**src/hw/rtl/hrcv_pkg.sv**
```systemverilog
// Shared types and constants of the HEX record checksum verifier.
`timescale 1ns / 1ps

package hrcv_pkg;

	// Configuration register indexes
	localparam int CFG_IDX_W = 1;
	localparam logic [CFG_IDX_W-1:0] CFG_GLOBAL_CSUM = 1'b0;
	localparam logic [CFG_IDX_W-1:0] CFG_ROWS_EXP    = 1'b1;

	// Event codes
	localparam logic [2:0] EV_REC_OK   = 3'd0;
	localparam logic [2:0] EV_REC_BAD  = 3'd1;
	localparam logic [2:0] EV_FIN_OK   = 3'd2;
	localparam logic [2:0] EV_FIN_VERR = 3'd3;
	localparam logic [2:0] EV_NO_MARK  = 3'd4;

	// Stream constants
	localparam logic [7:0]  FILE_MARK  = 8'h5D;
	localparam logic [7:0]  EOF_TYPE   = 8'h01;
	localparam logic [2:0]  MARK_LIMIT = 3'd5;
	localparam logic [15:0] SAT_MAX    = 16'hFFFF;

	// Result queue geometry
	localparam int FIFO_DEPTH = 4;
	localparam int FIFO_AW    = $clog2(FIFO_DEPTH);
	localparam int FIFO_CW    = $clog2(FIFO_DEPTH + 1);

	typedef struct packed {
		logic [2:0]  event_res;
		logic [15:0] row_index;
		logic [7:0]  calc_checksum;
		logic [7:0]  stored_checksum;
		logic [15:0] error_count;
		logic [15:0] vertical_sum;
		logic        last;
	} res_t;

	// Up to two results produced by one item, first in res0
	typedef struct packed {
		logic push0;
		logic push1;
		res_t res0;
		res_t res1;
	} push_t;

endpackage

```
**src/hw/rtl/hrcv_checker.sv**
```systemverilog
// Record walker: phase tracking, record sum and result generation per byte.
`timescale 1ns / 1ps

module hrcv_checker (
	input  logic                clk,
	input  logic                arst_n,
	input  logic                take,
	input  logic [7:0]          data_byte,
	input  logic [15:0]         global_checksum,
	input  logic [15:0]         rows_expected,
	output hrcv_pkg::push_t     pending
);

	typedef enum logic [3:0] {
		PH_MARK,
		PH_MARKER,
		PH_COUNT,
		PH_ADDR_HI,
		PH_ADDR_LO,
		PH_TYPE,
		PH_DATA,
		PH_CSUM,
		PH_DONE
	} phase_t;

	phase_t      phase_q, phase_d;
	logic [2:0]  tries_q, tries_d;
	logic [7:0]  len_q, len_d;
	logic [7:0]  left_q, left_d;
	logic [7:0]  sum_q, sum_d;
	logic [15:0] rows_q, rows_d;
	logic [15:0] bad_q, bad_d;
	logic [15:0] good_q, good_d;

	logic [7:0]  calc;
	logic        mismatch;
	logic        stop;
	logic [2:0]  tries_inc;
	logic [7:0]  left_dec;
	logic [15:0] rows_inc;
	hrcv_pkg::res_t r0, r1;

	assign calc      = 8'd0 - sum_q;
	assign mismatch  = (calc != data_byte);
	assign tries_inc = tries_q + 3'd1;
	assign left_dec  = left_q - 8'd1;
	assign rows_inc  = rows_q + 16'd1;

	always_comb begin
		phase_d = phase_q;
		tries_d = tries_q;
		len_d   = len_q;
		left_d  = left_q;
		sum_d   = sum_q;
		rows_d  = rows_q;
		bad_d   = bad_q;
		good_d  = good_q;
		stop    = 1'b0;
		r0      = '0;
		r1      = '0;
		pending = '0;
		if (take) begin
			case (phase_q)
				PH_MARK: begin
					tries_d = tries_inc;
					if (tries_inc >= hrcv_pkg::MARK_LIMIT) begin
						r0.event_res  = hrcv_pkg::EV_NO_MARK;
						r0.last       = 1'b1;
						pending.push0 = 1'b1;
						phase_d       = PH_DONE;
					end else if (data_byte == hrcv_pkg::FILE_MARK) begin
						phase_d = PH_MARKER;
					end
				end
				PH_MARKER: phase_d = PH_COUNT;
				PH_COUNT: begin
					len_d   = data_byte;
					left_d  = data_byte;
					sum_d   = data_byte;
					phase_d = PH_ADDR_HI;
				end
				PH_ADDR_HI: begin
					sum_d   = sum_q + data_byte;
					phase_d = PH_ADDR_LO;
				end
				PH_ADDR_LO: begin
					sum_d   = sum_q + data_byte;
					phase_d = PH_TYPE;
				end
				PH_TYPE: begin
					if (data_byte == hrcv_pkg::EOF_TYPE) begin
						// end-of-file record: counts as a row, no checksum byte
						rows_d          = rows_inc;
						r0.event_res    = (good_q == global_checksum) ?
						                  hrcv_pkg::EV_FIN_OK : hrcv_pkg::EV_FIN_VERR;
						r0.row_index    = rows_inc;
						r0.error_count  = bad_q;
						r0.vertical_sum = good_q;
						r0.last         = 1'b1;
						pending.push0   = 1'b1;
						phase_d         = PH_DONE;
					end else begin
						sum_d   = sum_q + data_byte;
						phase_d = (len_q != 8'd0) ? PH_DATA : PH_CSUM;
					end
				end
				PH_DATA: begin
					sum_d  = sum_q + data_byte;
					left_d = left_dec;
					if (left_dec == 8'd0) begin
						phase_d = PH_CSUM;
					end
				end
				PH_CSUM: begin
					if (mismatch) begin
						if (bad_q != hrcv_pkg::SAT_MAX) begin
							bad_d = bad_q + 16'd1;
						end
					end else begin
						good_d = good_q + {8'd0, data_byte};
					end
					rows_d = rows_inc;
					stop   = (rows_inc >= rows_expected);
					r0.event_res       = mismatch ? hrcv_pkg::EV_REC_BAD :
					                     hrcv_pkg::EV_REC_OK;
					r0.row_index       = rows_q;
					r0.calc_checksum   = calc;
					r0.stored_checksum = data_byte;
					r0.error_count     = bad_d;
					r0.vertical_sum    = good_d;
					r0.last            = !stop;
					pending.push0      = 1'b1;
					if (stop) begin
						r1.event_res    = (good_d == global_checksum) ?
						                  hrcv_pkg::EV_FIN_OK : hrcv_pkg::EV_FIN_VERR;
						r1.row_index    = rows_inc;
						r1.error_count  = bad_d;
						r1.vertical_sum = good_d;
						r1.last         = 1'b1;
						pending.push1   = 1'b1;
						phase_d         = PH_DONE;
					end else begin
						phase_d = PH_MARKER;
					end
				end
				PH_DONE: phase_d = PH_DONE;
				default: phase_d = PH_DONE;
			endcase
		end
		pending.res0 = r0;
		pending.res1 = r1;
	end

	always_ff @(posedge clk or negedge arst_n) begin
		if (!arst_n) begin
			phase_q <= PH_MARK;
			tries_q <= '0;
			len_q   <= '0;
			left_q  <= '0;
			sum_q   <= '0;
			rows_q  <= '0;
			bad_q   <= '0;
			good_q  <= '0;
		end else begin
			phase_q <= phase_d;
			tries_q <= tries_d;
			len_q   <= len_d;
			left_q  <= left_d;
			sum_q   <= sum_d;
			rows_q  <= rows_d;
			bad_q   <= bad_d;
			good_q  <= good_d;
		end
	end

`ifndef NO_ASSERTIONS
	a_done_sticky: assert property (@(posedge clk) disable iff (!arst_n)
		(phase_q == PH_DONE) |=> (phase_q == PH_DONE))
		else $error("checker left finished phase");

	a_second_is_final: assert property (@(posedge clk) disable iff (!arst_n)
		pending.push1 |-> (pending.push0 && !pending.res0.last && pending.res1.last))
		else $error("second result without a non-final first result");
`endif

endmodule

```
**src/hw/rtl/hrcv_out_fifo.sv**
```systemverilog
// Small result queue: takes up to two results a cycle, hands out one.
`timescale 1ns / 1ps

module hrcv_out_fifo (
	input  logic              clk,
	input  logic              arst_n,
	input  hrcv_pkg::push_t   pending,
	output logic              room,
	output logic              out_valid,
	input  logic              out_ready,
	output hrcv_pkg::res_t    head
);

	hrcv_pkg::res_t mem_q [hrcv_pkg::FIFO_DEPTH];

	logic [hrcv_pkg::FIFO_AW-1:0] wr_ptr_q, rd_ptr_q, wr_ptr_nx;
	logic [hrcv_pkg::FIFO_CW-1:0] count_q;
	logic [hrcv_pkg::FIFO_CW-1:0] n_push;
	logic                         pop;

	assign wr_ptr_nx = wr_ptr_q + 1'b1;
	assign n_push    = hrcv_pkg::FIFO_CW'(pending.push0) + hrcv_pkg::FIFO_CW'(pending.push1);
	assign out_valid = (count_q != '0);
	assign pop       = out_valid && out_ready;
	// space for a worst-case pair of results
	assign room      = (count_q <= hrcv_pkg::FIFO_CW'(hrcv_pkg::FIFO_DEPTH - 2));
	assign head      = mem_q[rd_ptr_q];

	always_ff @(posedge clk) begin
		if (pending.push0) begin
			mem_q[wr_ptr_q] <= pending.res0;
		end
		if (pending.push1) begin
			mem_q[wr_ptr_nx] <= pending.res1;
		end
	end

	always_ff @(posedge clk or negedge arst_n) begin
		if (!arst_n) begin
			wr_ptr_q <= '0;
			rd_ptr_q <= '0;
			count_q  <= '0;
		end else begin
			wr_ptr_q <= wr_ptr_q + hrcv_pkg::FIFO_AW'(n_push);
			rd_ptr_q <= rd_ptr_q + hrcv_pkg::FIFO_AW'(pop);
			count_q  <= count_q + n_push - hrcv_pkg::FIFO_CW'(pop);
		end
	end

`ifndef NO_ASSERTIONS
	a_no_overflow: assert property (@(posedge clk) disable iff (!arst_n)
		pending.push0 |-> room)
		else $error("result pushed without room");

	a_count_bound: assert property (@(posedge clk) disable iff (!arst_n)
		count_q <= hrcv_pkg::FIFO_CW'(hrcv_pkg::FIFO_DEPTH))
		else $error("result queue count out of range");
`endif

endmodule

```
**src/hw/rtl/hex_record_checksum_verifier_unit.sv**
```systemverilog
// Top level of the HEX record checksum verifier.
`timescale 1ns / 1ps
//
//  channel | signals                                   | direction | accepted when
//  --------+-------------------------------------------+-----------+------------------------
//  in      | in_valid, in_ready, data_byte             | to block  | in_valid && in_ready
//  out     | out_valid, out_ready, event_res .. last   | from block| out_valid && out_ready
//  cfg     | cfg_we, cfg_index, cfg_data               | to block  | cfg_we (no back-pressure)
//
//  One item per cycle while in_ready is high: each byte updates the record
//  walker in the cycle it is accepted and its results land in a four-entry
//  result queue the same edge; the out port shows the head of that queue.
//  in_ready holds while the queue has space for two results (the most one item
//  can cause), so a stalled output never drops a result; with out_ready high
//  the queue drains one result a cycle and input flow is not throttled.
//  Reset clears the walker, counters, registers and queue; no clearing pass.

module hex_record_checksum_verifier_unit (
	input  logic                              clk,
	input  logic                              arst_n,
	// input items
	input  logic                              in_valid,
	output logic                              in_ready,
	input  logic [7:0]                        data_byte,
	// result items
	output logic                              out_valid,
	input  logic                              out_ready,
	output logic [2:0]                        event_res,
	output logic [15:0]                       row_index,
	output logic [7:0]                        calc_checksum,
	output logic [7:0]                        stored_checksum,
	output logic [15:0]                       error_count,
	output logic [15:0]                       vertical_sum,
	output logic                              last,
	// configuration
	input  logic                              cfg_we,
	input  logic [hrcv_pkg::CFG_IDX_W-1:0]    cfg_index,
	input  logic [15:0]                       cfg_data
);

	logic [15:0]     global_csum_q;
	logic [15:0]     rows_exp_q;
	logic            room;
	logic            take;
	hrcv_pkg::push_t pending;
	hrcv_pkg::res_t  head;

	// config writes apply at once
	always_ff @(posedge clk or negedge arst_n) begin
		if (!arst_n) begin
			global_csum_q <= '0;
			rows_exp_q    <= '0;
		end else if (cfg_we) begin
			case (cfg_index)
				hrcv_pkg::CFG_GLOBAL_CSUM: global_csum_q <= cfg_data;
				hrcv_pkg::CFG_ROWS_EXP:    rows_exp_q    <= cfg_data;
				default: ;
			endcase
		end
	end

	assign in_ready = room;
	assign take     = in_valid && room;

	hrcv_checker u_checker (
		.clk             (clk),
		.arst_n          (arst_n),
		.take            (take),
		.data_byte       (data_byte),
		.global_checksum (global_csum_q),
		.rows_expected   (rows_exp_q),
		.pending         (pending)
	);

	hrcv_out_fifo u_fifo (
		.clk       (clk),
		.arst_n    (arst_n),
		.pending   (pending),
		.room      (room),
		.out_valid (out_valid),
		.out_ready (out_ready),
		.head      (head)
	);

	assign event_res       = head.event_res;
	assign row_index       = head.row_index;
	assign calc_checksum   = head.calc_checksum;
	assign stored_checksum = head.stored_checksum;
	assign error_count     = head.error_count;
	assign vertical_sum    = head.vertical_sum;
	assign last            = head.last;

`ifndef NO_ASSERTIONS
	a_ready_tracks_room: assert property (@(posedge clk) disable iff (!arst_n)
		(in_valid && !in_ready) |-> !pending.push0)
		else $error("result produced for an item not taken");
`endif

endmodule

```
**config.mk**
```make
export PLATFORM = sky130hd
export DESIGN_NAME = hex_record_checksum_verifier_unit
export DESIGN_NICKNAME = d
export VERILOG_FILES = /design/src/hw/rtl/hrcv_pkg.sv /design/src/hw/rtl/hrcv_checker.sv /design/src/hw/rtl/hrcv_out_fifo.sv /design/src/hw/rtl/hex_record_checksum_verifier_unit.sv
export SDC_FILE = /design/constraint.sdc
export NUM_CORES = 1
export LEC_CHECK = 0
export ABC_AREA = 1
export BUFFER_PORTS_ARGS = -buffer_cell sky130_fd_sc_hd__buf_2
export CAP_MARGIN = 20
export CORE_UTILIZATION = 45
export CTS_CLUSTER_DIAMETER = 50
export CTS_CLUSTER_SIZE = 10
export DETAILED_ROUTE_END_ITERATION = 16
export GPL_ROUTABILITY_DRIVEN = 0
export PLACE_DENSITY = 0.6
export SLEW_MARGIN = 5
export SYNTH_ARGS = -nofsm -noshare
export SYNTH_HDL_FRONTEND = slang
export SYNTH_SLANG_ARGS = --single-unit
```
**constraint.sdc**
```tcl
create_clock -name clk -period 5.8 [get_ports clk]
set_clock_uncertainty 0.1 [all_clocks]
set_input_delay 0.29 -clock clk [delete_from_list [all_inputs] [get_ports clk]]
set_output_delay 0.29 -clock clk [all_outputs]
set_load 0.1 [all_outputs]
```
==> out/metrics.yaml, run 1 <==
dr.pass1.iters: 6
cpMaxStageDelayCell: "buf_4"
max_cap_viol_count: 0
drive_above_1_share_pct: 10.8
syn_nets: 2786
io_buffers: 99
grt_use_total_pct: 28.0
pwr-share-clk_pct: 31.0
power.leakage_nw: 9.86
die_h_um: 223
synth-main-ff-cell: "edfxtp_1"
internal_power_w: 0.00526
die_area_mm2: 0.0495
grt_pass1_wl_um: 108000
p_sw_w: 0.00440
drt_drc_violations_left: 0
post-place-ws_ps: 987
cts_setup_buffers: 0
synth_edf_count: 204
hold_ws_ps: 43.0
path_cells: "ha_1, nand2_1, nor4_2, nand4_1, nor2_1, inv_1, o21ai_0, nand2_1, inv_1, ha_1, nand3_1, inv_1, a21oi_1, nand3_1, nand2_2, inv_2, nand2_2, buf_4, buf_4, nand2_1, inv_1"
clk_pin_slew_worst_paths_ps: 60
critPathMaxStageDelay_ps: 600
worst_setup_path_end_kind: "register"
vdd.ir_drop.worst_uv: 367
die_x_um: 223
fin_crit_sh_pct: 84.9
grt_pass1_vias: 18500
clock-sinks: 390
cts_root_buf: "clkbuf_16"
critical_path.max_fanout: 44
synth_top_area_share_pct: 28.0
synth_most_common_cell: "nand2_1"
setup_viol: 0
cts_buffer_depth: 3
core_area_mm2: 0.0478
ios: 100
seq_area_frac_synth_pct: 47.7
yosysWarnings: 0
setup_slack_ps: 873
synth_cell_types: 57
synthesis.area_mm2: 0.0219
crit_top_cell: "inv_1"
post-synth-top-area-cell: "edfxtp_1"
antenna_left: 0
min_period_ps: 4930
synth_seq_cells: 390
n_antenna_cell: 0
rows: 80
cp_num_buf_inv: 7
fillers: 4538
arrival_ps: 5360
grt_max_degree: 103
power_density_mw_per_mm2: 394
slew_headroom_pct: 28.5
drtIter0Drc: 2283
syn_inst: 2709
synth_area_leaders: "edfxtp_1 (28%), dfrtp_1 (13%), nand2_1 (9.7%), o21ai_0 (7.6%), dfxtp_1 (6.2%)"
fmax_mhz: 203
finalHoldViolCount: 0
viasPerCell: 5.77
synth_common_cells: "nand2_1 (564), o21ai_0 (332), inv_1 (283)"
ctsResizeCount: 0
htreeDepth: 2
rsz0062_at_grt: "no"
start_util_pct: 45.8
cts_hold_buf: 19
grt_antenna_before_repair: 0
wl_per_cell_um: 20.4
tns_ps: 0
totalWireLength_um: 69500
slew_viol_final: 0
worstMarginPinSlew_ps: 1070
clkLatencyLatePin_ps: 600
async_flop_share_pct: 30.3
crit_type: "reg -> reg"
synth.avg_cell_area_um2: 8.08
start_kind: "register"
critPathTopFamily: "simple AND/OR/NAND/NOR gates"
vias: 19600
seq_power_share_pct: 31.6
num-nets-final: 2834
power_frac_comb_pct: 37.3
grt_overflow: 0
status: "finished, final reports clean"
hpwl_um: 45000
crit_required_ps: 6240
power_w: 0.00967
numCtsBuffers: 49
hp-class: "in -> reg"
cts_tree: "done"
swShare_pct: 45.6
area_growth_pct: 12.0
[final cells by class]
class	instances	area (um^2)	share of cell area [%]
sequential	390	10400	42.6
multi-input combinational	1855	9590	39.1
clock buffer	72	1370	5.57
inverter	311	1170	4.79
timing repair buffer	150	998	4.07
tap	615	769	3.14
clock inverter	13	178	0.725
[final timing paths]
| kind | slack [ps] | to | cells after the start | start |
|---|---|---|---|---|
| max | 870 | u_fifo.mem_q[3][40] | 21 | u_checker.rows_q[0] |
| min | 40 | u_checker.sum_q[7] | 3 | data_byte[7] |
| max reg2reg | 870 | u_fifo.mem_q[3][40] | 21 | u_checker.rows_q[0] |
| min reg2reg | 360 | u_fifo.mem_q[1][42] | 2 | u_fifo.mem_q[1][42] |
| max in group asynchronous | 3980 | u_checker.rows_q[2] | 3 | arst_n |
| min in group asynchronous | 280 | u_checker.left_q[4] | 2 | arst_n |
[power by group through the flow]
stage	sequential (W)	combinational [W]	clock, W
3_3_place_gp	0.00311	0.00358	0
3_5_place_dp	0.00311	0.00360	0
2_1_floorplan	0.00303	0.00294	0
6_report	0.00306	0.00361	0.00300
4_1_cts	0.00306	0.00361	0.00303
5_1_grt	0.00307	0.00376	0.00314
[worst register-to-register path, delay by kind of cell, from the launching register on]
kind                       cells  cell delay, ps
AOI/OAI and AO/OA              2             330
adders and majority gates      2             470
buffers and inverters          7            1350
DFF                            1             540
and+or+nand+nor               10            2070
[cells in the final DEF, fill, tap and decap left out, types with 19 or more instances in the layout]
cell type	instances
inv_2	23
nand2_2	19
buf_2	98
nand2_1	559
o21ai_1	26
o21ai_0	332
o22ai_1	195
inv_1	282
a21oi_1	58
nand4_1	23
clkbuf_1	20
edfxtp_1	204
ha_1	44
dfxtp_1	68
nor2_1	266
buf_4	28
dlygate4sd3_1	19
clkbuf_16	51
nand3_1	128
xor2_1	45
dfrtp_1	116
[stage by stage]
step | instances | utilization, % | area, um^2
floorplan | 2709 | - | 21900
global placement | 3301 | 47.6 | 22800
detailed placement | 3301 | 47.6 | 22800
CTS | 3405 | 51.2 | 24500
global route | 3406 | 51.3 | 24500
finish | 3406 | 51.3 | 24500
[per-layer routing]
| metal | share of wire (%) | global-route usage [%] | vias up |
|---|---|---|---|
| li1 | - | - | 9303 |
| met1 | 45 | 40.6 | 9385 |
| met5 | 0 | 0 | - |
| met2 | 44 | 43.0 | 857 |
| met3 | 9.0 | 4.73 | 96 |
| met4 | 2.2 | 8.08 | 0 |
[kinds of logic (layout without fill, tap and decap cells)]
family / after synthesis / count (layout) / synth area share (%)
adders and majority gates: 47 / 47 / 2.79
and+or+nand+nor: 1060 / 1060 / 20.4
xor gates and xnor gates: 59 / 59 / 2.43
buffers and inverters: 464 / 546 / 8.56
AOI/OAI and AO/OA: 688 / 688 / 18.1
DFF: 390 / 390 / 47.7
muxes: 1 / 1 / 0.0514
[registers in the layout, summed over array words and instances (netlist names)]
signal / count
global_csum_q: 16
rows_exp_q: 16
u_checker.bad_q: 16
u_checker.good_q: 16
u_checker.left_q: 8
u_checker.len_q: 8
u_checker.phase_q: 4
u_checker.rows_q: 16
u_checker.sum_q: 8
u_checker.tries_q: 3
u_fifo.count_q: 3
u_fifo.mem_q: 272
u_fifo.rd_ptr_q: 2
u_fifo.wr_ptr_q: 2
Power figures use the tool's default switching activity.
==> inputs of run 2 (changes only) <==
- clock period: 5.8 -> 4.6 ns (I/O delays scaled with it)
==> run 2 against run 1 <==
  * Hold slack got worse by 33 ps
  * Critical path depth is 3 higher
  * Sequential power rose by 25%
==> out/metrics.yaml, run 2 (synthesis gave the netlist of run 1 again) <==
viasPerCell: 5.77  # about the same
hp-class: "in -> reg"  # unchanged
start_util_pct: 45.8  # unchanged
finish.instance_area_mm2: 0.0247  # was 0.0245 mm^2
die_area_mm2: 0.0495  # unchanged
reg2reg_from: "u_checker.rows_q[2]"  # was u_checker.rows_q[0]
slew_viol_final: 0  # unchanged
vdd.ir_drop.worst_uv: 489  # was 367 uV
clkLatencyLatePin_ps: 590  # was 600 ps
hold_end: "u_checker.len_q[4]"  # was u_checker.sum_q[7]
fillers: 4522  # was 4538
vias: 19800  # was 19600
rows: 80  # unchanged
regMostFlops: "u_fifo.mem_q"  # unchanged
cts_tree: "done"  # unchanged
die_h_um: 223  # unchanged
core_area_mm2: 0.0478  # unchanged
fin_crit_sh_pct: 91.4  # was 84.9%
worst_setup_path_end_kind: "register"  # unchanged
cp-startpoint: "u_checker.rows_q[2]"  # was u_checker.rows_q[0]
dr.pass1.iters: 6  # unchanged
holdCritStartpoint: "data_byte[4]"  # was data_byte[7]
status: "finished, final reports clean"  # unchanged
critical_path.max_fanout: 13  # was 44
multiInputGateArea_mm2: 0.00960  # was 0.00959 mm^2
reg2reg_depth: 24  # was 21
placed_area_mm2: 0.0230  # was 0.0228 mm^2
htreeDepth: 2  # unchanged
clk_pin_slew_worst_paths_ps: 60  # about the same
grt_pass1_wl_um: 108000  # about the same
max_cap_viol_count: 0  # unchanged
drtIter0Drc: 2442  # was 2283
wl_per_cell_um: 20.3  # was 20.4 um
slew_headroom_pct: 25.9  # was 28.5%
critPathTopFamily: "simple AND/OR/NAND/NOR gates"  # unchanged
area_growth_pct: 12.7  # was 12.0%
ios: 100  # unchanged
arrival_ps: 4440  # was 5360 ps
grt_overflow: 0  # unchanged
post-place-ws_ps: 378  # was 987 ps
cts_buffer_depth: 3  # unchanged
finalHoldViolCount: 0  # unchanged
cts_root_buf: "clkbuf_16"  # unchanged
num-nets-final: 2862  # was 2834
grt_pass1_vias: 18500  # about the same
n_antenna_cell: 0  # unchanged
power.leakage_nw: 9.95  # was 9.86 nW
largest_reg_flops: 272  # unchanged
clock-sinks: 390  # unchanged
setup_viol: 0  # unchanged
totalWireLength_um: 69900  # was 69500 um
crit_type: "reg -> reg"  # unchanged
layout_common_cells: "nand2_1 (559), o21ai_0 (332), inv_1 (282)"  # unchanged
drive_above_1_share_pct: 11.6  # was 10.8%
hpwl_um: 45600  # was 45000 um
cpMaxStageDelayCell: "dfrtp_1"  # was buf_4
path_cells: "nand3_2, nor2_1, nand2_1, nor2_2, nand3_2, nor2_2, nand2_2, nor2_2, nand3_2, nor2_2, xor2_2, ha_1, nand2_1, inv_1, nand3_1, inv_1, a21oi_1, nand3_1, nand2_2, inv_2, nand2_2, clkinv_1, nand2_1, o21ai_0"  # was ha_1, nand2_1, nor4_2, nand4_1, nor2_1, inv_1, o21ai_0, nand2_1, inv_1, ha_1, nand3_1, inv_1, a21oi_1, nand3_1, nand2_2, inv_2, nand2_2, buf_4, buf_4, nand2_1, inv_1
setup_slack_ps: 393  # was 873 ps
power_density_mw_per_mm2: 488  # was 394 mW/mm^2
grt_max_degree: 119  # was 103
start_kind: "register"  # unchanged
rsz0062_at_grt: "no"  # unchanged
crit_top_cell: "nor2_2"  # was inv_1
crit_required_ps: 4830  # was 6240 ps
cp_num_buf_inv: 4  # was 7
min_period_ps: 4210  # was 4930 ps
worstMarginPinSlew_ps: 1110  # was 1070 ps
r2r_end: "u_fifo.mem_q[2][62]"  # was u_fifo.mem_q[3][40]
antenna_left: 0  # unchanged
critPathMaxStageDelay_ps: 440  # was 600 ps
final_util_pct: 51.6  # was 51.3%
r2r_slack_ps: 390  # was 870 ps
fmax_mhz: 238  # was 203 MHz
io_buffers: 99  # unchanged
numCtsBuffers: 49  # unchanged
regArea_mm2: 0.0104  # unchanged
tns_ps: 0  # unchanged
die_x_um: 223  # unchanged
grt_antenna_before_repair: 0  # unchanged
drt_drc_violations_left: 0  # unchanged
grt_use_total_pct: 28.1  # was 28.0%
whs_path_depth: 3  # unchanged
final_common_cell: "nand2_1"  # unchanged
run 2: cell types whose count changed in the layout (fill, tap and decap cells not counted), moves of 2 or more:
cell | before | now
clkbuf_1 | 20 | 26
bufinv_16 | 4 | 0
inv_6 | 2 | 0
buf_4 | 28 | 53
clkbuf_8 | 1 | 3
clkinvlp_4 | 0 | 2
dlygate4sd3_1 | 19 | 22
run 2: worst max path at each step:
stage,endpoint,slack [ps],depth (start not counted)
final,u_fifo.mem_q[2][62],390,24
after global placement,u_fifo.count_q[2],500,24
after global routing,u_fifo.count_q[2],60,26
after floorplan,u_fifo.mem_q[2][0],320,25
after detailed placement,u_fifo.mem_q[2][1],380,22
after CTS,u_fifo.mem_q[2][1],350,22
run 2: repair_timing:
item                       in CTS  in global routing
setup buffers                   0                  0
setup endpoints to repair       0                  3
hold buffers                   22                  0
resized for setup               0                  2
hold endpoints to repair      158                  0
run 2: cell type report:
class,instances,area share [%]
inverter,311,4.76
sequential,390,42.3
tap,615,3.12
clock buffer,80,5.74
multi-input combinational,1855,38.9
timing repair buffer,178,4.86
clock inverter,9,0.259
run 2: power by group:
| group | switching [W] | internal [W] |
|---|---|---|
| combinational | 0.00394 | 0.000681 |
| sequential | 0.0000958 | 0.00371 |
| clock | 0.00151 | 0.00209 |
run 2: routing by layer:
layer / GRT usage (%) / part of all wire [%] / vias to the layer above
li1: - / - / 9325
met1: 40.9 / 44 / 9459
met2: 43.3 / 44 / 936
met5: 0 / 0 / -
met4: 7.52 / 2.3 / 0
met3: 4.32 / 9.0 / 128
run 2: metrics by stage:
| step | instances | total power [W] | hold WS [ps] |
|---|---|---|---|
| global placement | 3327 | 0.00846 | 296 |
| global route | 3438 | 0.0124 | 24.2 |
| finish | 3438 | 0.0120 | 9.91 |
| detailed placement | 3327 | 0.00848 | 301 |
| CTS | 3438 | 0.0121 | 4.43 |
| floorplan | 2709 | 0.00752 | -166 |
run 2: worst reg2reg max path, stage by stage (launching register included):
cell and delay, ps:
dfrtp_1 440, nand3_2 110, nor2_1 110, nand2_1 90, nor2_2 120, nand3_2 100
nor2_2 100, nand2_2 80, nor2_2 110, nand3_2 120, nor2_2 150, xor2_2 180
ha_1 270, nand2_1 90, inv_1 40, nand3_1 70, inv_1 50, a21oi_1 210
nand3_1 220, nand2_2 160, inv_2 70, nand2_2 300, clkinv_1 420, nand2_1 160
o21ai_0 80
